$ cat config.mk
export PLATFORM = sky130hd
export DESIGN_NAME = button_gesture_mode_controller_flat
export DESIGN_NICKNAME = d
export VERILOG_FILES = /design/src/rtl/bgm_pkg.sv /design/src/rtl/bgm_req_if.sv /design/src/rtl/bgm_rsp_if.sv /design/src/rtl/button_gesture_mode_controller.sv /design/src/rtl/bgm_gesture_fsm.sv /design/src/rtl/bgm_mode_regs.sv /design/src/flat_wrapper.sv
export SDC_FILE = /design/constraint.sdc
export NUM_CORES = 1
export LEC_CHECK = 0
export ABC_AREA = 1
export BUFFER_PORTS_ARGS = -buffer_cell sky130_fd_sc_hd__buf_2
export CAP_MARGIN = 10
export CORE_MARGIN = 2
export CORE_UTILIZATION = 31
export DETAILED_ROUTE_END_ITERATION = 16
export HOLD_SLACK_MARGIN = 0.06
export PLACE_DENSITY = 0.54
export SLEW_MARGIN = 10
export SYNTH_ARGS = -nofsm -noshare
export SYNTH_HDL_FRONTEND = slang
export SYNTH_SLANG_ARGS = --single-unit
$ cat constraint.sdc
create_clock -name clock -period 5.75 [get_ports clock]
set_clock_uncertainty 0.1 [all_clocks]
set_input_delay 0.575 -clock clock [delete_from_list [all_inputs] [get_ports clock]]
set_output_delay 0.575 -clock clock [all_outputs]
set_load 0.01 [all_outputs]
$ cat src/rtl/bgm_pkg.sv
// Package for the button gesture mode controller.
// Holds widths, register indexes, gesture codes, FSM state type and status struct.
// No dependencies.
package bgm_pkg;

   // Press/gap timer width; the timer saturates at its all-ones value
   localparam int COUNT_WIDTH = 16;
   // Width of each configuration register
   localparam int CFG_WIDTH = 16;
   // Compare width that holds both the timer and a threshold
   localparam int CMP_WIDTH = (COUNT_WIDTH > CFG_WIDTH) ? COUNT_WIDTH : CFG_WIDTH;

   // Configuration port
   localparam int CSR_IDX_WIDTH = 2;
   localparam logic [CSR_IDX_WIDTH-1:0] CSR_LONG_PRESS = 2'd0;
   localparam logic [CSR_IDX_WIDTH-1:0] CSR_DOUBLE_GAP = 2'd1;

   localparam logic [CFG_WIDTH-1:0] LONG_PRESS_RESET = 16'd1000;
   localparam logic [CFG_WIDTH-1:0] DOUBLE_GAP_RESET = 16'd300;

   // Color mode cycles 0 .. MODE_LAST
   localparam logic [1:0] MODE_LAST = 2'd2;

   typedef enum logic [1:0] {
      EV_NONE   = 2'd0,
      EV_SHORT  = 2'd1,
      EV_LONG   = 2'd2,
      EV_DOUBLE = 2'd3
   } gesture_type;

   typedef enum logic [1:0] {
      ST_IDLE              = 2'd0,
      ST_HELD              = 2'd1,
      ST_GAP               = 2'd2,
      ST_HOLD_AFTER_DOUBLE = 2'd3
   } state_type;

   // Driver status after one tick
   typedef struct packed {
      logic [1:0] led_mode;
      logic       led_enabled;
      logic       pwm_mode_applied;
      logic       pwm_update;
      logic       strip_update;
   } status_type;

endpackage

$ cat src/rtl/bgm_req_if.sv
// Input channel: one word per tick carrying the sampled button level.
// Standalone interface, no dependencies.
interface bgm_req_if;
   logic valid;
   logic ready;
   logic button_level;

   modport source (output valid, output button_level, input ready);
   modport sink   (input valid, input button_level, output ready);
endinterface

$ cat src/rtl/bgm_rsp_if.sv
// Result channel: one word per tick with gesture event and driver status.
// Standalone interface, no dependencies.
interface bgm_rsp_if;
   logic       valid;
   logic       ready;
   logic [1:0] gesture_event;
   logic [1:0] led_mode;
   logic       led_enabled;
   logic       pwm_mode_applied;
   logic       pwm_update;
   logic       strip_update;

   modport source (output valid, output gesture_event, output led_mode,
                   output led_enabled, output pwm_mode_applied,
                   output pwm_update, output strip_update, input ready);
   modport sink   (input valid, input gesture_event, input led_mode,
                   input led_enabled, input pwm_mode_applied,
                   input pwm_update, input strip_update, output ready);
endinterface

$ cat src/rtl/button_gesture_mode_controller.sv
// Button gesture mode controller: short, long and double press detection.
// The rsp word of an accepted req word is loaded into the output register in the cycle after it.
// Throughput: one word per cycle; req is taken while a result waits if rsp takes it too.
// Reset (synchronous, active high): idle, timer 0, mode 0, PWM/LED flags 1,
// thresholds 1000 and 300 ticks. Depends on bgm_pkg, bgm_req_if, bgm_rsp_if,
// bgm_gesture_fsm and bgm_mode_regs.
module button_gesture_mode_controller (
   input  logic                              clock,
   input  logic                              reset,
   bgm_req_if.sink                           req_chan,
   bgm_rsp_if.source                         rsp_chan,
   input  logic                              csr_wr_en,
   input  logic [bgm_pkg::CSR_IDX_WIDTH-1:0] csr_index,
   input  logic [bgm_pkg::CFG_WIDTH-1:0]     csr_wdata
);
   import bgm_pkg::*;

   logic [CFG_WIDTH-1:0] long_press_ff;
   logic [CFG_WIDTH-1:0] double_gap_ff;
   logic                 accept;
   gesture_type          gesture_event;
   status_type           status;

   logic                 rsp_valid_ff;
   gesture_type          event_ff;
   status_type           status_ff;

   // Take a word whenever the output register is empty or drains this cycle
   assign req_chan.ready = !rsp_valid_ff || rsp_chan.ready;
   assign accept         = req_chan.valid && req_chan.ready;

   // Configuration registers
   always_ff @(posedge clock) begin
      if (reset) begin
         long_press_ff <= LONG_PRESS_RESET;
         double_gap_ff <= DOUBLE_GAP_RESET;
      end else if (csr_wr_en) begin
         case (csr_index)
            CSR_LONG_PRESS: long_press_ff <= csr_wdata;
            CSR_DOUBLE_GAP: double_gap_ff <= csr_wdata;
            default: begin
               long_press_ff <= long_press_ff;
            end
         endcase
      end
   end

   bgm_gesture_fsm u_fsm (
      .clock            (clock),
      .reset            (reset),
      .advance          (accept),
      .button_level     (req_chan.button_level),
      .long_press_ticks (long_press_ff),
      .double_gap_ticks (double_gap_ff),
      .gesture_event    (gesture_event)
   );

   bgm_mode_regs u_mode (
      .clock         (clock),
      .reset         (reset),
      .advance       (accept),
      .gesture_event (gesture_event),
      .status        (status)
   );

   // Output register: load on accept, drop valid once taken
   always_ff @(posedge clock) begin
      if (reset) begin
         rsp_valid_ff <= 1'b0;
      end else if (accept) begin
         rsp_valid_ff <= 1'b1;
      end else if (rsp_chan.ready) begin
         rsp_valid_ff <= 1'b0;
      end
   end

   always_ff @(posedge clock) begin
      if (accept) begin
         event_ff  <= gesture_event;
         status_ff <= status;
      end
   end

   assign rsp_chan.valid            = rsp_valid_ff;
   assign rsp_chan.gesture_event    = event_ff;
   assign rsp_chan.led_mode         = status_ff.led_mode;
   assign rsp_chan.led_enabled      = status_ff.led_enabled;
   assign rsp_chan.pwm_mode_applied = status_ff.pwm_mode_applied;
   assign rsp_chan.pwm_update       = status_ff.pwm_update;
   assign rsp_chan.strip_update     = status_ff.strip_update;

endmodule

$ cat src/rtl/bgm_gesture_fsm.sv
// Gesture detector: times presses and gaps and decides the event of each tick.
// Depends on bgm_pkg.
module bgm_gesture_fsm (
   input  logic                          clock,
   input  logic                          reset,
   input  logic                          advance,
   input  logic                          button_level,
   input  logic [bgm_pkg::CFG_WIDTH-1:0] long_press_ticks,
   input  logic [bgm_pkg::CFG_WIDTH-1:0] double_gap_ticks,
   output bgm_pkg::gesture_type          gesture_event
);
   import bgm_pkg::*;

   localparam logic [COUNT_WIDTH-1:0] COUNT_MAX = {COUNT_WIDTH{1'b1}};

   state_type              state_ff, state_in;
   logic [COUNT_WIDTH-1:0] count_ff, count_in;
   logic [COUNT_WIDTH-1:0] count_inc;
   logic [CMP_WIDTH-1:0]   count_cmp, long_cmp, gap_cmp;
   logic                   below_long, below_gap, above_gap;

   // Saturating timer step and threshold compares
   assign count_inc  = (count_ff == COUNT_MAX) ? count_ff : count_ff + COUNT_WIDTH'(1);
   assign count_cmp  = CMP_WIDTH'(count_inc);
   assign long_cmp   = CMP_WIDTH'(long_press_ticks);
   assign gap_cmp    = CMP_WIDTH'(double_gap_ticks);
   assign below_long = count_cmp < long_cmp;
   assign below_gap  = count_cmp < gap_cmp;
   assign above_gap  = count_cmp > gap_cmp;

   // Next state
   always_comb begin
      state_in = state_ff;
      case (state_ff)
         ST_HELD: begin
            if (!button_level) begin
               state_in = below_long ? ST_GAP : ST_IDLE;
            end
         end
         ST_GAP: begin
            if (below_gap && button_level) begin
               state_in = ST_HOLD_AFTER_DOUBLE;
            end else if (above_gap) begin
               state_in = ST_IDLE;
            end
         end
         ST_HOLD_AFTER_DOUBLE: begin
            if (!button_level) begin
               state_in = ST_IDLE;
            end
         end
         default: begin
            state_in = button_level ? ST_HELD : ST_IDLE;
         end
      endcase
   end

   // Event and timer update
   always_comb begin
      gesture_event = EV_NONE;
      count_in      = count_ff;
      case (state_ff)
         ST_HELD: begin
            count_in = count_inc;
            if (!button_level) begin
               if (below_long) begin
                  count_in = '0;
               end else begin
                  gesture_event = EV_LONG;
               end
            end
         end
         ST_GAP: begin
            count_in = count_inc;
            if (below_gap && button_level) begin
               gesture_event = EV_DOUBLE;
            end else if (above_gap) begin
               gesture_event = EV_SHORT;
            end
         end
         ST_HOLD_AFTER_DOUBLE: begin
            count_in = count_ff;
         end
         default: begin
            if (button_level) begin
               count_in = '0;
            end
         end
      endcase
   end

   // Advance once per accepted word
   always_ff @(posedge clock) begin
      if (reset) begin
         state_ff <= ST_IDLE;
         count_ff <= '0;
      end else if (advance) begin
         state_ff <= state_in;
         count_ff <= count_in;
      end
   end

endmodule

$ cat src/rtl/bgm_mode_regs.sv
// Mode and flag registers driven by gesture events; reports post-tick status.
// Depends on bgm_pkg.
module bgm_mode_regs (
   input  logic                 clock,
   input  logic                 reset,
   input  logic                 advance,
   input  bgm_pkg::gesture_type gesture_event,
   output bgm_pkg::status_type  status
);
   import bgm_pkg::*;

   logic [1:0] mode_ff, mode_in;
   logic       pwm_mode_ff, pwm_mode_in;
   logic       led_on_ff, led_on_in;
   logic       pwm_applied_ff, pwm_applied_in;
   logic       pwm_upd, strip_upd;

   // Apply the event of this tick
   always_comb begin
      mode_in        = mode_ff;
      pwm_mode_in    = pwm_mode_ff;
      led_on_in      = led_on_ff;
      pwm_applied_in = pwm_applied_ff;
      pwm_upd        = 1'b0;
      strip_upd      = 1'b0;
      case (gesture_event)
         EV_SHORT: begin
            mode_in   = (mode_ff >= MODE_LAST) ? 2'd0 : mode_ff + 2'd1;
            strip_upd = 1'b1;
         end
         EV_LONG: begin
            pwm_applied_in = pwm_mode_ff;
            pwm_mode_in    = ~pwm_mode_ff;
            pwm_upd        = 1'b1;
         end
         EV_DOUBLE: begin
            led_on_in      = ~led_on_ff;
            pwm_applied_in = pwm_mode_ff;
            pwm_upd        = 1'b1;
            strip_upd      = 1'b1;
         end
         default: begin
            pwm_upd = 1'b0;
         end
      endcase
   end

   assign status.led_mode         = mode_in;
   assign status.led_enabled      = led_on_in;
   assign status.pwm_mode_applied = pwm_applied_in;
   assign status.pwm_update       = pwm_upd;
   assign status.strip_update     = strip_upd;

   always_ff @(posedge clock) begin
      if (reset) begin
         mode_ff        <= 2'd0;
         pwm_mode_ff    <= 1'b1;
         led_on_ff      <= 1'b1;
         pwm_applied_ff <= 1'b1;
      end else if (advance) begin
         mode_ff        <= mode_in;
         pwm_mode_ff    <= pwm_mode_in;
         led_on_ff      <= led_on_in;
         pwm_applied_ff <= pwm_applied_in;
      end
   end

endmodule

$ cat src/flat_wrapper.sv
// flat-port wrapper written by rule: the top's interface ports become plain ports
module button_gesture_mode_controller_flat import bgm_pkg::*;
  (clock, reset, csr_wr_en, csr_index, csr_wdata, req_chan_valid, req_chan_button_level, req_chan_ready, rsp_chan_valid, rsp_chan_gesture_event, rsp_chan_led_mode, rsp_chan_led_enabled, rsp_chan_pwm_mode_applied, rsp_chan_pwm_update, rsp_chan_strip_update, rsp_chan_ready);
  bgm_req_if req_chan_i ();
  bgm_rsp_if rsp_chan_i ();
  input  logic clock;
  input  logic reset;
  input  logic csr_wr_en;
  input  logic [bgm_pkg::CSR_IDX_WIDTH-1:0] csr_index;
  input  logic [bgm_pkg::CFG_WIDTH-1:0] csr_wdata;
  input wire logic [$bits(req_chan_i.valid)-1:0] req_chan_valid;
  input wire logic [$bits(req_chan_i.button_level)-1:0] req_chan_button_level;
  output wire logic [$bits(req_chan_i.ready)-1:0] req_chan_ready;
  output wire logic [$bits(rsp_chan_i.valid)-1:0] rsp_chan_valid;
  output wire logic [$bits(rsp_chan_i.gesture_event)-1:0] rsp_chan_gesture_event;
  output wire logic [$bits(rsp_chan_i.led_mode)-1:0] rsp_chan_led_mode;
  output wire logic [$bits(rsp_chan_i.led_enabled)-1:0] rsp_chan_led_enabled;
  output wire logic [$bits(rsp_chan_i.pwm_mode_applied)-1:0] rsp_chan_pwm_mode_applied;
  output wire logic [$bits(rsp_chan_i.pwm_update)-1:0] rsp_chan_pwm_update;
  output wire logic [$bits(rsp_chan_i.strip_update)-1:0] rsp_chan_strip_update;
  input wire logic [$bits(rsp_chan_i.ready)-1:0] rsp_chan_ready;
  assign req_chan_i.valid = req_chan_valid;
  assign req_chan_i.button_level = req_chan_button_level;
  assign req_chan_ready = req_chan_i.ready;
  assign rsp_chan_valid = rsp_chan_i.valid;
  assign rsp_chan_gesture_event = rsp_chan_i.gesture_event;
  assign rsp_chan_led_mode = rsp_chan_i.led_mode;
  assign rsp_chan_led_enabled = rsp_chan_i.led_enabled;
  assign rsp_chan_pwm_mode_applied = rsp_chan_i.pwm_mode_applied;
  assign rsp_chan_pwm_update = rsp_chan_i.pwm_update;
  assign rsp_chan_strip_update = rsp_chan_i.strip_update;
  assign rsp_chan_i.ready = rsp_chan_ready;
  button_gesture_mode_controller u_core (.clock(clock), .reset(reset), .req_chan(req_chan_i), .rsp_chan(rsp_chan_i), .csr_wr_en(csr_wr_en), .csr_index(csr_index), .csr_wdata(csr_wdata));
endmodule
==> out/metrics.cfg, run 1 <==
[synthesis]
syn_nets = 531
muxShareOfSynthArea = 0
avgSynthCellArea_sq_um = 7.75
synth_enable_flop_cells = 7
ys_types = 41
synth_top_family_by_area = simple AND/OR/NAND/NOR gates
synthAdderAreaFrac = 0.120
synth-simple-area-share = 0.234
synth.largest_area_cell = dfxtp_1
synth_compound_area_frac = 0.163
synthTopCellsByCount = nand2_1 (79), inv_1 (63), dfxtp_1 (56)
synth.area.top_cells = dfxtp_1 (31%), ha_1 (12%), nand2_1 (8.1%)
synth-xor-area-share = 0.0308
ys.flop_type = dfxtp_1
synth_seq_cells = 63
synthesis.area_sq_mm = 0.00366
syn_inst = 472
async_reset_ff_frac = 0
yosysMostFrequentCell = nand2_1
synth.yosys.warnings = 0
yosysTopAreaCellShare = 0.306
yosysSeqAreaShare = 0.364

[drt]
antenna_left = 0
post-route-drc-count = 0
first_pass_iters = 6
first_iter_violations = 154
wirelength_microns = 8140
wl_per_cell_microns = 12.5
num_vias = 3050
vias_per_cell = 4.70

[finish]
diodes = 0
area_growth_pct = 15.5
drive_gt1_frac = 0.150
fin_nets = 561

[clock_tree]
cts_tree = yes
clock-root-buffer = clkbuf_16
cts_max_path_buffers = 2
clock_latency_ns = 0.34
cts_sinks = 63
cts_setup_buffers = 0
cts_hold_buf = 0
clk_pin_slew_ns = 0.05
cts_resized = 0
cts_max_level = 3
cts_buffers = 9

[sta]
slew_violations = 0
period_share = 0.718
setup_viol = 0
tightest_slew_ns = 1.16
slew-limit-headroom = 0.223
timing_hold_violations_final = 0
post-route-min-period_ns = 4.13
max_freq_mhz = 242
rsz0062_at_grt = no
finalSetupTns_ns = 0

[worst_setup_path]
cp_max_fo = 6
crit_path_max_incr_delay_ns = 0.43
cpMaxStageDelayCell = or2_0
cp_top_family = simple AND/OR/NAND/NOR gates
path_cells = ha_1, nand2_2, nor2_4, nand2_2, nor2_2, inv_2, nand3_2, nor2_4, nand3_2, nor3_4, nand3_2, xnor2_1, ha_1, nand2_1, inv_1, nand3_1, nor2_1, a21boi_0, nand4_1, or2_0, nand2_8, nand3_1, and2_1
cp-start-kind = flip-flop
cpMostUsedCell = nand3_2
worstSetupPathType = reg2reg
crit_buf_inv = 2
cp.arrival_ns = 4.12
required_ns = 5.74
worstSetupEndpointType = flip-flop

[placed_design]
port_buffers = 33
gp_congestion = 0.882
hpwlAfterDp_microns = 5980

[global_route]
grt_first_pass_wirelength_microns = 14000
grt_antenna_before_repair = 0
grt-ovfl-total = 0
grt_max_degree = 36
grt_pass1_vias = 2966
grt.total_usage = 0.137

[floorplan]
die_w_microns = 113
io_pins = 34
die-area_sq_mm = 0.0127
fp.dieH_microns = 113
num_rows = 39
initial_utilization = 0.319
core_sq_mm = 0.0115

[status]
outcome = finished, final reports clean

[power]
p_leak_nw = 1.91
finalPower_mw = 1.12
peakVddDrop_mv = 0.121
power.density_mw_per_mm2 = 264

[min_path]
hp-class = reg2reg

[run]
timing.max_cap.violations = 0

==> cell usage in the layout, fill, tap and decap left out, drive strengths merged <==
cell type,instances
nand3,39
o211ai,11
a21oi,55
clkinv,2
nand2,88
ha,35
clkbuf,13
o21ai,32
a211oi,3
xor2,9
nand4,8
nor2,33
and2,2
o21a,1
o221a,1
or2,1
edfxtp,7
xnor2,3
a21boi,2
dfxtp,56
buf,34
nor3b,1
a31oi,1
nor3,3
inv,66
==> power by group <==
part | internal [mW] | switching (mW) | total, mW
sequential | 0.465 | 0.00678 | 0.472
clock | 0.338 | 0.194 | 0.532
combinational | 0.0373 | 0.0745 | 0.112
==> routing by layer <==
| metal | vias to the layer above | part of all wire | track usage | wire length, microns |
|---|---|---|---|---|
| met5 | - | 0 | 0 | 0 |
| met4 | 0 | 0.026 | 0.0683 | 208 |
| met3 | 14 | 0.032 | 0.0275 | 259 |
| met2 | 47 | 0.45 | 0.218 | 3680 |
| met1 | 1359 | 0.49 | 0.177 | 3990 |
| li1 | 1630 | - | - | - |
==> path summary, 6_finish.rpt <==
path         slack, ns                                    from  cells after the start                                         end
max               1.62   u_core.u_fsm.count_ff[0]$_SDFFE_PP0P_                     23  u_core.rsp_chan.pwm_mode_applied$_DFFE_PP_
min               0.35  u_core.u_mode.pwm_mode_ff$_SDFFE_PP1P_                      2      u_core.u_mode.pwm_mode_ff$_SDFFE_PP1P_
min reg2reg       0.35  u_core.u_mode.pwm_mode_ff$_SDFFE_PP1P_                      2      u_core.u_mode.pwm_mode_ff$_SDFFE_PP1P_
max reg2reg       1.62   u_core.u_fsm.count_ff[0]$_SDFFE_PP0P_                     23  u_core.rsp_chan.pwm_mode_applied$_DFFE_PP_
==> kinds of logic after synthesis <==
logic type | count (synthesis)
AND/OR/NAND/NOR | 175
AO/OA/AOI/OAI | 106
adder cells (fa/ha/maj) | 35
buffers and inverters | 81
flip-flops | 63
XOR/XNOR | 12
==> worst min-delay path, delay by kind of cell, from the launching register on <==
kind | cells | cell delay (ns)
and+or+nand+nor | 2 | 0.10
DFF | 1 | 0.32
==> flip-flops by register name (all words and copies together) (netlist names) <==
name / flops
u_core.rsp_chan.strip_update: 1
u_core.u_mode.mode_ff: 2
u_core.u_mode.pwm_mode_ff: 1
u_core.rsp_chan.valid: 1
u_core.double_gap_ff: 16
u_core.rsp_chan.pwm_update: 1
u_core.u_mode.led_on_ff: 1
u_core.u_fsm.count_ff: 16
u_core.u_mode.pwm_applied_ff: 1
u_core.rsp_chan.gesture_event: 1
u_core.rsp_chan.led_mode: 2
u_core.long_press_ff: 16
u_core.rsp_chan.pwm_mode_applied: 1
u_core.u_fsm.state_ff: 2
u_core.rsp_chan.led_enabled: 1
==> final cells by class <==
type | instances | area (sq um)
inverters | 66 | 248
repair buffers | 34 | 173
multi-input cells | 328 | 2000
clock buffers | 13 | 282
flip-flops and latches | 63 | 1330
clock inverters | 2 | 11.3
well taps | 143 | 179
fillers | 1186 | 7240
==> per-stage QoR <==
| step | utilization | area [sq um] | setup slack (ns) | hold WS (ns) | instances |
|---|---|---|---|---|---|
| after floorplan | - | 3660 | 2.12 | 0.329 | 472 |
| after global placement | 0.343 | 3940 | 1.72 | 0.341 | 634 |
| after detailed placement | 0.343 | 3940 | 1.61 | 0.344 | 634 |
| after CTS | 0.369 | 4230 | 1.59 | 0.357 | 649 |
| after global routing | 0.369 | 4230 | 1.16 | 0.374 | 649 |
| final | 0.369 | 4230 | 1.62 | 0.353 | 649 |
Power figures use the tool's default switching activity.
==> inputs of run 2 (changes only) <==
Settings changed: PLACE_DENSITY 0.54 to 0.56.
Clock period 5.75 ns to 3.5 ns, I/O delays scaled along.
==> out/metrics.cfg, run 2 (synthesis gave the netlist of run 1 again) <==
[worst_setup_path]
worstSetupPathType = reg2reg
rrSetupSlack_ns = -0.14
cp-start-kind = flip-flop
r2r_start = u_core.u_fsm.count_ff[0]$_SDFFE_PP0P_
rr_worst_depth = 25
r2r-end = u_core.rsp_chan.pwm_mode_applied$_DFFE_PP_
cp.arrival_ns = 3.63
cp_max_fo = 5
required_ns = 3.49
worstSetupEndpointType = flip-flop

[floorplan]
fp.dieH_microns = 113
num_rows = 39
io_pins = 34
die-area_sq_mm = 0.0127
die_w_microns = 113
core_sq_mm = 0.0115
initial_utilization = 0.319

[power]
cellInternalPower_mw = 1.45
p_leak_nw = 2.21
p_sw_mw = 0.462
pwr-share-clk = 0.487
seqPwrFrac = 0.406
peakVddDrop_mv = 0.203
p_comb_frac = 0.107
power.density_mw_per_mm2 = 403
finalPower_mw = 1.91
switching_share = 0.242

[finish]
area_growth_pct = 29.5
final_cells = 700
reg.largest.list = u_core.double_gap_ff (16), u_core.long_press_ff (16), u_core.u_fsm.count_ff (16)
diodes = 0
fin_nets = 612
final_cell_mix = nand2_1 (78), inv_1 (62), a21oi_1 (54), dfxtp_1 (54), buf_4 (51)
final_util = 0.413
layout_commonest_cell = nand2_1
final_area_sq_mm = 0.00474
drive_gt1_frac = 0.260

[placed_design]
placedCellCount = 676
dp_worst_setup_slack_ns = -0.236
port_buffers = 33
hpwlAfterDp_microns = 6520
dpl-instance-area_sq_mm = 0.00426
gp_congestion = 0.864

[sta]
finalSetupTns_ns = -1.17
slew-limit-headroom = 0.358
timing_hold_violations_final = 0
setup_viol = 11
slew_violations = 0
timing.final.ws_setup_ns = -0.143
rsz0062_at_grt = yes
holdWs_ns = 0.143
max_freq_mhz = 275
tightest_slew_ns = 0.962
post-route-min-period_ns = 3.64
period_share = 1.04

[clock_tree]
cts_sinks = 63
cts_buffers = 9
cts_max_path_buffers = 2
cts_tree = yes
cts_max_level = 3
clock-root-buffer = clkbuf_16
clk_pin_slew_ns = 0.06
clock_latency_ns = 0.33

[drt]
num_vias = 3247
vias_per_cell = 4.64
post-route-drc-count = 0
first_pass_iters = 4
first_iter_violations = 100
antenna_left = 0
wirelength_microns = 8720
wl_per_cell_microns = 12.5

[min_path]
worstHoldPathCells = 3
hold_end = u_core.double_gap_ff[2]$_SDFFE_PP1P_
hp-class = in2reg
worstHoldStart = csr_wdata[2]

[run]
timing.max_cap.violations = 0

[global_route]
grt_max_degree = 36
grt.total_usage = 0.144
grt_pass1_vias = 3127
grt_antenna_before_repair = 0
grt-ovfl-total = 0
grt_first_pass_wirelength_microns = 14600

[status]
outcome = finished, violations left
violations = negative setup slack

==> run 2: changes by cell type in the layout (fill, tap and decap cells not counted), moves of 2 or more <==
cell     change
buf_4       +50
nand3_1      -3
o21ai_2      +3
dfxtp_1      -2
dfxtp_2      +2
nand3_2      +2
o21ai_1      -2
==> run 2: repair_timing <==
item                       CTS  global route
pin swaps                    1             7
setup endpoints to repair   14            21
setup buffers                4             5
hold buffers                 0             0
cloned                       0             0
gates resized for setup     11            12
==> run 2: metal layers <==
layer  GRT usage  part of all wire  vias up
met5           0                 0        -
met3      0.0270             0.029        9
met2       0.236              0.48       32
met1       0.182              0.47     1478
met4      0.0724             0.019        0
li1            -                 -     1728
==> run 2: layout make-up <==
class / count / area (sq um)
clock buffer: 13 / 272
clock inverter: 2 / 37.5
fill: 1167 / 6730
inverter: 66 / 248
multi-input combinational: 328 / 2110
sequential: 63 / 1330
tap: 143 / 179
timing repair buffer: 85 / 559
==> run 2: worst max path at each step <==
| stage | depth (start not counted) | startpoint | to |
|---|---|---|---|
| 6_report | 25 | u_core.u_fsm.count_ff[0]$_SDFFE_PP0P_ | u_core.rsp_chan.pwm_mode_applied$_DFFE_PP_ |
| 5_1_grt | 25 | u_core.u_fsm.count_ff[0]$_SDFFE_PP0P_ | u_core.rsp_chan.pwm_mode_applied$_DFFE_PP_ |
| 4_1_cts | 25 | u_core.u_fsm.count_ff[0]$_SDFFE_PP0P_ | u_core.rsp_chan.pwm_mode_applied$_DFFE_PP_ |
| 3_5_place_dp | 26 | u_core.u_fsm.count_ff[1]$_SDFFE_PP0P_ | u_core.rsp_chan.led_enabled$_DFFE_PP_ |
| 3_3_place_gp | 26 | u_core.u_fsm.count_ff[1]$_SDFFE_PP0P_ | u_core.rsp_chan.led_enabled$_DFFE_PP_ |
| 2_1_floorplan | 25 | u_core.u_fsm.count_ff[0]$_SDFFE_PP0P_ | u_core.rsp_chan.pwm_mode_applied$_DFFE_PP_ |
==> run 2: critical path: stages, from the launching register on <==
cell and delay, ns:
dfxtp_2 0.33, ha_4 0.16, nand2_4 0.07, nor2_4 0.04, nand2_2 0.07, nor2_2 0.05
inv_2 0.07, nand3_4 0.07, nor2_4 0.10, nand3_2 0.10, nor3_4 0.18, nand3_2 0.13
nor2_4 0.12, xor2_2 0.18, ha_1 0.27, nand2_1 0.09, inv_2 0.06, nand4_1 0.15
nor2_1 0.06, a21boi_1 0.16, nand4_1 0.15, or2_0 0.22, buf_4 0.16, nand2_8 0.08
nand3_2 0.07, and2_4 0.16
==> run 2: power by group through the flow <==
stage,logic [mW],registers (mW),clock network (mW)
3_5_place_dp,0.193,0.791,0
6_report,0.204,0.776,0.929
5_1_grt,0.233,0.778,0.983
3_3_place_gp,0.191,0.790,0
4_1_cts,0.197,0.776,0.950
2_1_floorplan,0.128,0.792,0
==> inputs of run 3 (changes only) <==
Settings changed: CORE_MARGIN 2 to unset, MAX_ROUTING_LAYER set to met4.
==> out/metrics.cfg, run 3 (synthesis gave the netlist of run 1 again) <==
[run]
timing.max_cap.violations = 0

[finish]
fin_nets = 614
area_growth_pct = 31.1
final_cells = 703
layout_commonest_cell = nand2_1
reg.largest.list = u_core.double_gap_ff (16), u_core.long_press_ff (16), u_core.u_fsm.count_ff (16)
diodes = 0
fill_cells = 1125
drive_gt1_frac = 0.275
final_cell_mix = nand2_1 (74), inv_1 (62), dfxtp_1 (54), a21oi_1 (53), buf_4 (48)

[worst_setup_path]
worstSetupPathType = reg2reg
cp-start-kind = flip-flop
startpoint = u_core.u_fsm.count_ff[0]$_SDFFE_PP0P_
worstSetupEndpointType = flip-flop
cp_max_fo = 5
cp.arrival_ns = 3.66
required_ns = 3.49
crit_end = u_core.rsp_chan.led_enabled$_DFFE_PP_
r2r_start = u_core.u_fsm.count_ff[0]$_SDFFE_PP0P_
r2r-end = u_core.rsp_chan.led_enabled$_DFFE_PP_
rr_worst_depth = 25
rrSetupSlack_ns = -0.16

[drt]
first_iter_violations = 154
first_pass_iters = 4
wl_per_cell_microns = 12.8
post-route-drc-count = 0
wirelength_microns = 8970
antenna_left = 0
num_vias = 3355
vias_per_cell = 4.77

[floorplan]
core_sq_mm = 0.0115
die-area_sq_mm = 0.0122
fp.dieH_microns = 111
die_w_microns = 111
initial_utilization = 0.319
io_pins = 34
num_rows = 39

[sta]
setup_viol = 13
post-route-min-period_ns = 3.66
slew_violations = 0
timing.final.ws_setup_ns = -0.162
timing_hold_violations_final = 0
finalSetupTns_ns = -1.45
rsz0062_at_grt = yes
period_share = 1.05
slew-limit-headroom = 0.361
tightest_slew_ns = 0.958
max_freq_mhz = 273

[clock_tree]
clock-root-buffer = clkbuf_16
cts_hold_buf = 0
clock_latency_ns = 0.34
cts_sinks = 63
cts_tree = yes
cts_buffers = 9
clk_pin_slew_ns = 0.06
cts_max_level = 3
cts_max_path_buffers = 2

[placed_design]
port_buffers = 33
dp_worst_setup_slack_ns = -0.247
gp_congestion = 0.850
hpwlAfterDp_microns = 6620
placedCellCount = 676

[global_route]
grt_antenna_before_repair = 0
top_usage_layer = met2
grt-ovfl-total = 0
grt_first_pass_wirelength_microns = 14700
globalRouteMet1Util = 0.176
use_met3 = 0.0350
grt.total_usage = 0.156
grt_max_degree = 36
met2_usage = 0.263
grt_pass1_vias = 3198

[min_path]
hp-class = in2reg

[status]
outcome = finished, violations left
violations = negative setup slack

[power]
power.density_mw_per_mm2 = 393
finalPower_mw = 1.89
peakVddDrop_mv = 0.272
p_leak_nw = 2.23

-- run 3: cell types whose count changed in the layout (fill, tap and decap cells not counted), sizes merged --
cell	change
clkinv	+3
buf	+2
inv	+1
clkbuf	-3
-- run 3: through the flow --
stage	util	area (sq um)	hold WS, ns
floorplan	-	3670	0.329
global placement	0.372	4260	0.339
detailed placement	0.372	4260	0.348
CTS	0.409	4690	0.133
global route	0.418	4800	0.148
finish	0.418	4800	0.145
-- run 3: power breakdown --
part / leakage, nW / switching, mW / total (mW) / internal [mW]
combinational: 1.56 / 0.137 / 0.217 / 0.0794
clock: 0.143 / 0.339 / 0.893 / 0.554
sequential: 0.526 / 0.0128 / 0.776 / 0.763
-- run 3: area by class of cell --
type | instances | area [sq um] | area share
multi-input combinational | 328 | 2150 | 0.447
clock buffer | 10 | 229 | 0.0477
clock inverter | 6 | 68.8 | 0.0143
inverter | 66 | 248 | 0.0516
timing repair buffer | 87 | 593 | 0.124
tap | 143 | 179 | 0.0373
sequential | 63 | 1330 | 0.278
-- run 3: per-layer routing --
layer,vias to the layer above,part of all wire
li1,1743,-
met1,1541,0.45
met2,52,0.49
met3,19,0.034
met4,0,0.028
met5,-,0
-- run 3: repair_timing --
item | 4_1_cts | 5_1_grt
endpoints found under the setup margin | 14 | 22
endpoints found under the hold margin | 0 | 0
pin swaps | 4 | 5
gates resized for setup | 12 | 25
setup buffers | 10 | 1
-- run 3: worst min path at each step --
| stage | startpoint | end | slack [ns] | cells after the start |
|---|---|---|---|---|
| floorplan | u_core.u_mode.pwm_mode_ff$_SDFFE_PP1P_ | u_core.u_mode.pwm_mode_ff$_SDFFE_PP1P_ | 0.33 | 2 |
| global placement | u_core.u_mode.pwm_mode_ff$_SDFFE_PP1P_ | u_core.u_mode.pwm_mode_ff$_SDFFE_PP1P_ | 0.34 | 2 |
| detailed placement | u_core.u_mode.pwm_mode_ff$_SDFFE_PP1P_ | u_core.u_mode.pwm_mode_ff$_SDFFE_PP1P_ | 0.35 | 2 |
| CTS | csr_wdata[3] | u_core.long_press_ff[3]$_SDFFE_PP1P_ | 0.13 | 3 |
| global route | csr_wdata[7] | u_core.long_press_ff[7]$_SDFFE_PP1P_ | 0.15 | 3 |
| finish | csr_wdata[3] | u_core.long_press_ff[3]$_SDFFE_PP1P_ | 0.14 | 3 |
-- run 3: worst max-delay path, stage by stage, from the launching register on --
cell and delay (ns):
dfxtp_2 0.33, ha_4 0.17, nand2_4 0.07, nor2_4 0.04, nand2_2 0.07, nor2_2 0.05, inv_2 0.07, nand3_4 0.07
nor2_4 0.12, nand3_4 0.09, nor3_4 0.15, nand3_2 0.13, nor2_4 0.12, xor2_2 0.17, ha_1 0.26, nand2_1 0.09
inv_2 0.05, nand4_1 0.16, nor2_1 0.06, a21boi_1 0.16, nand4_1 0.16, or2_1 0.27, buf_6 0.14, nand2_8 0.10
nand3_4 0.07, and2_4 0.16
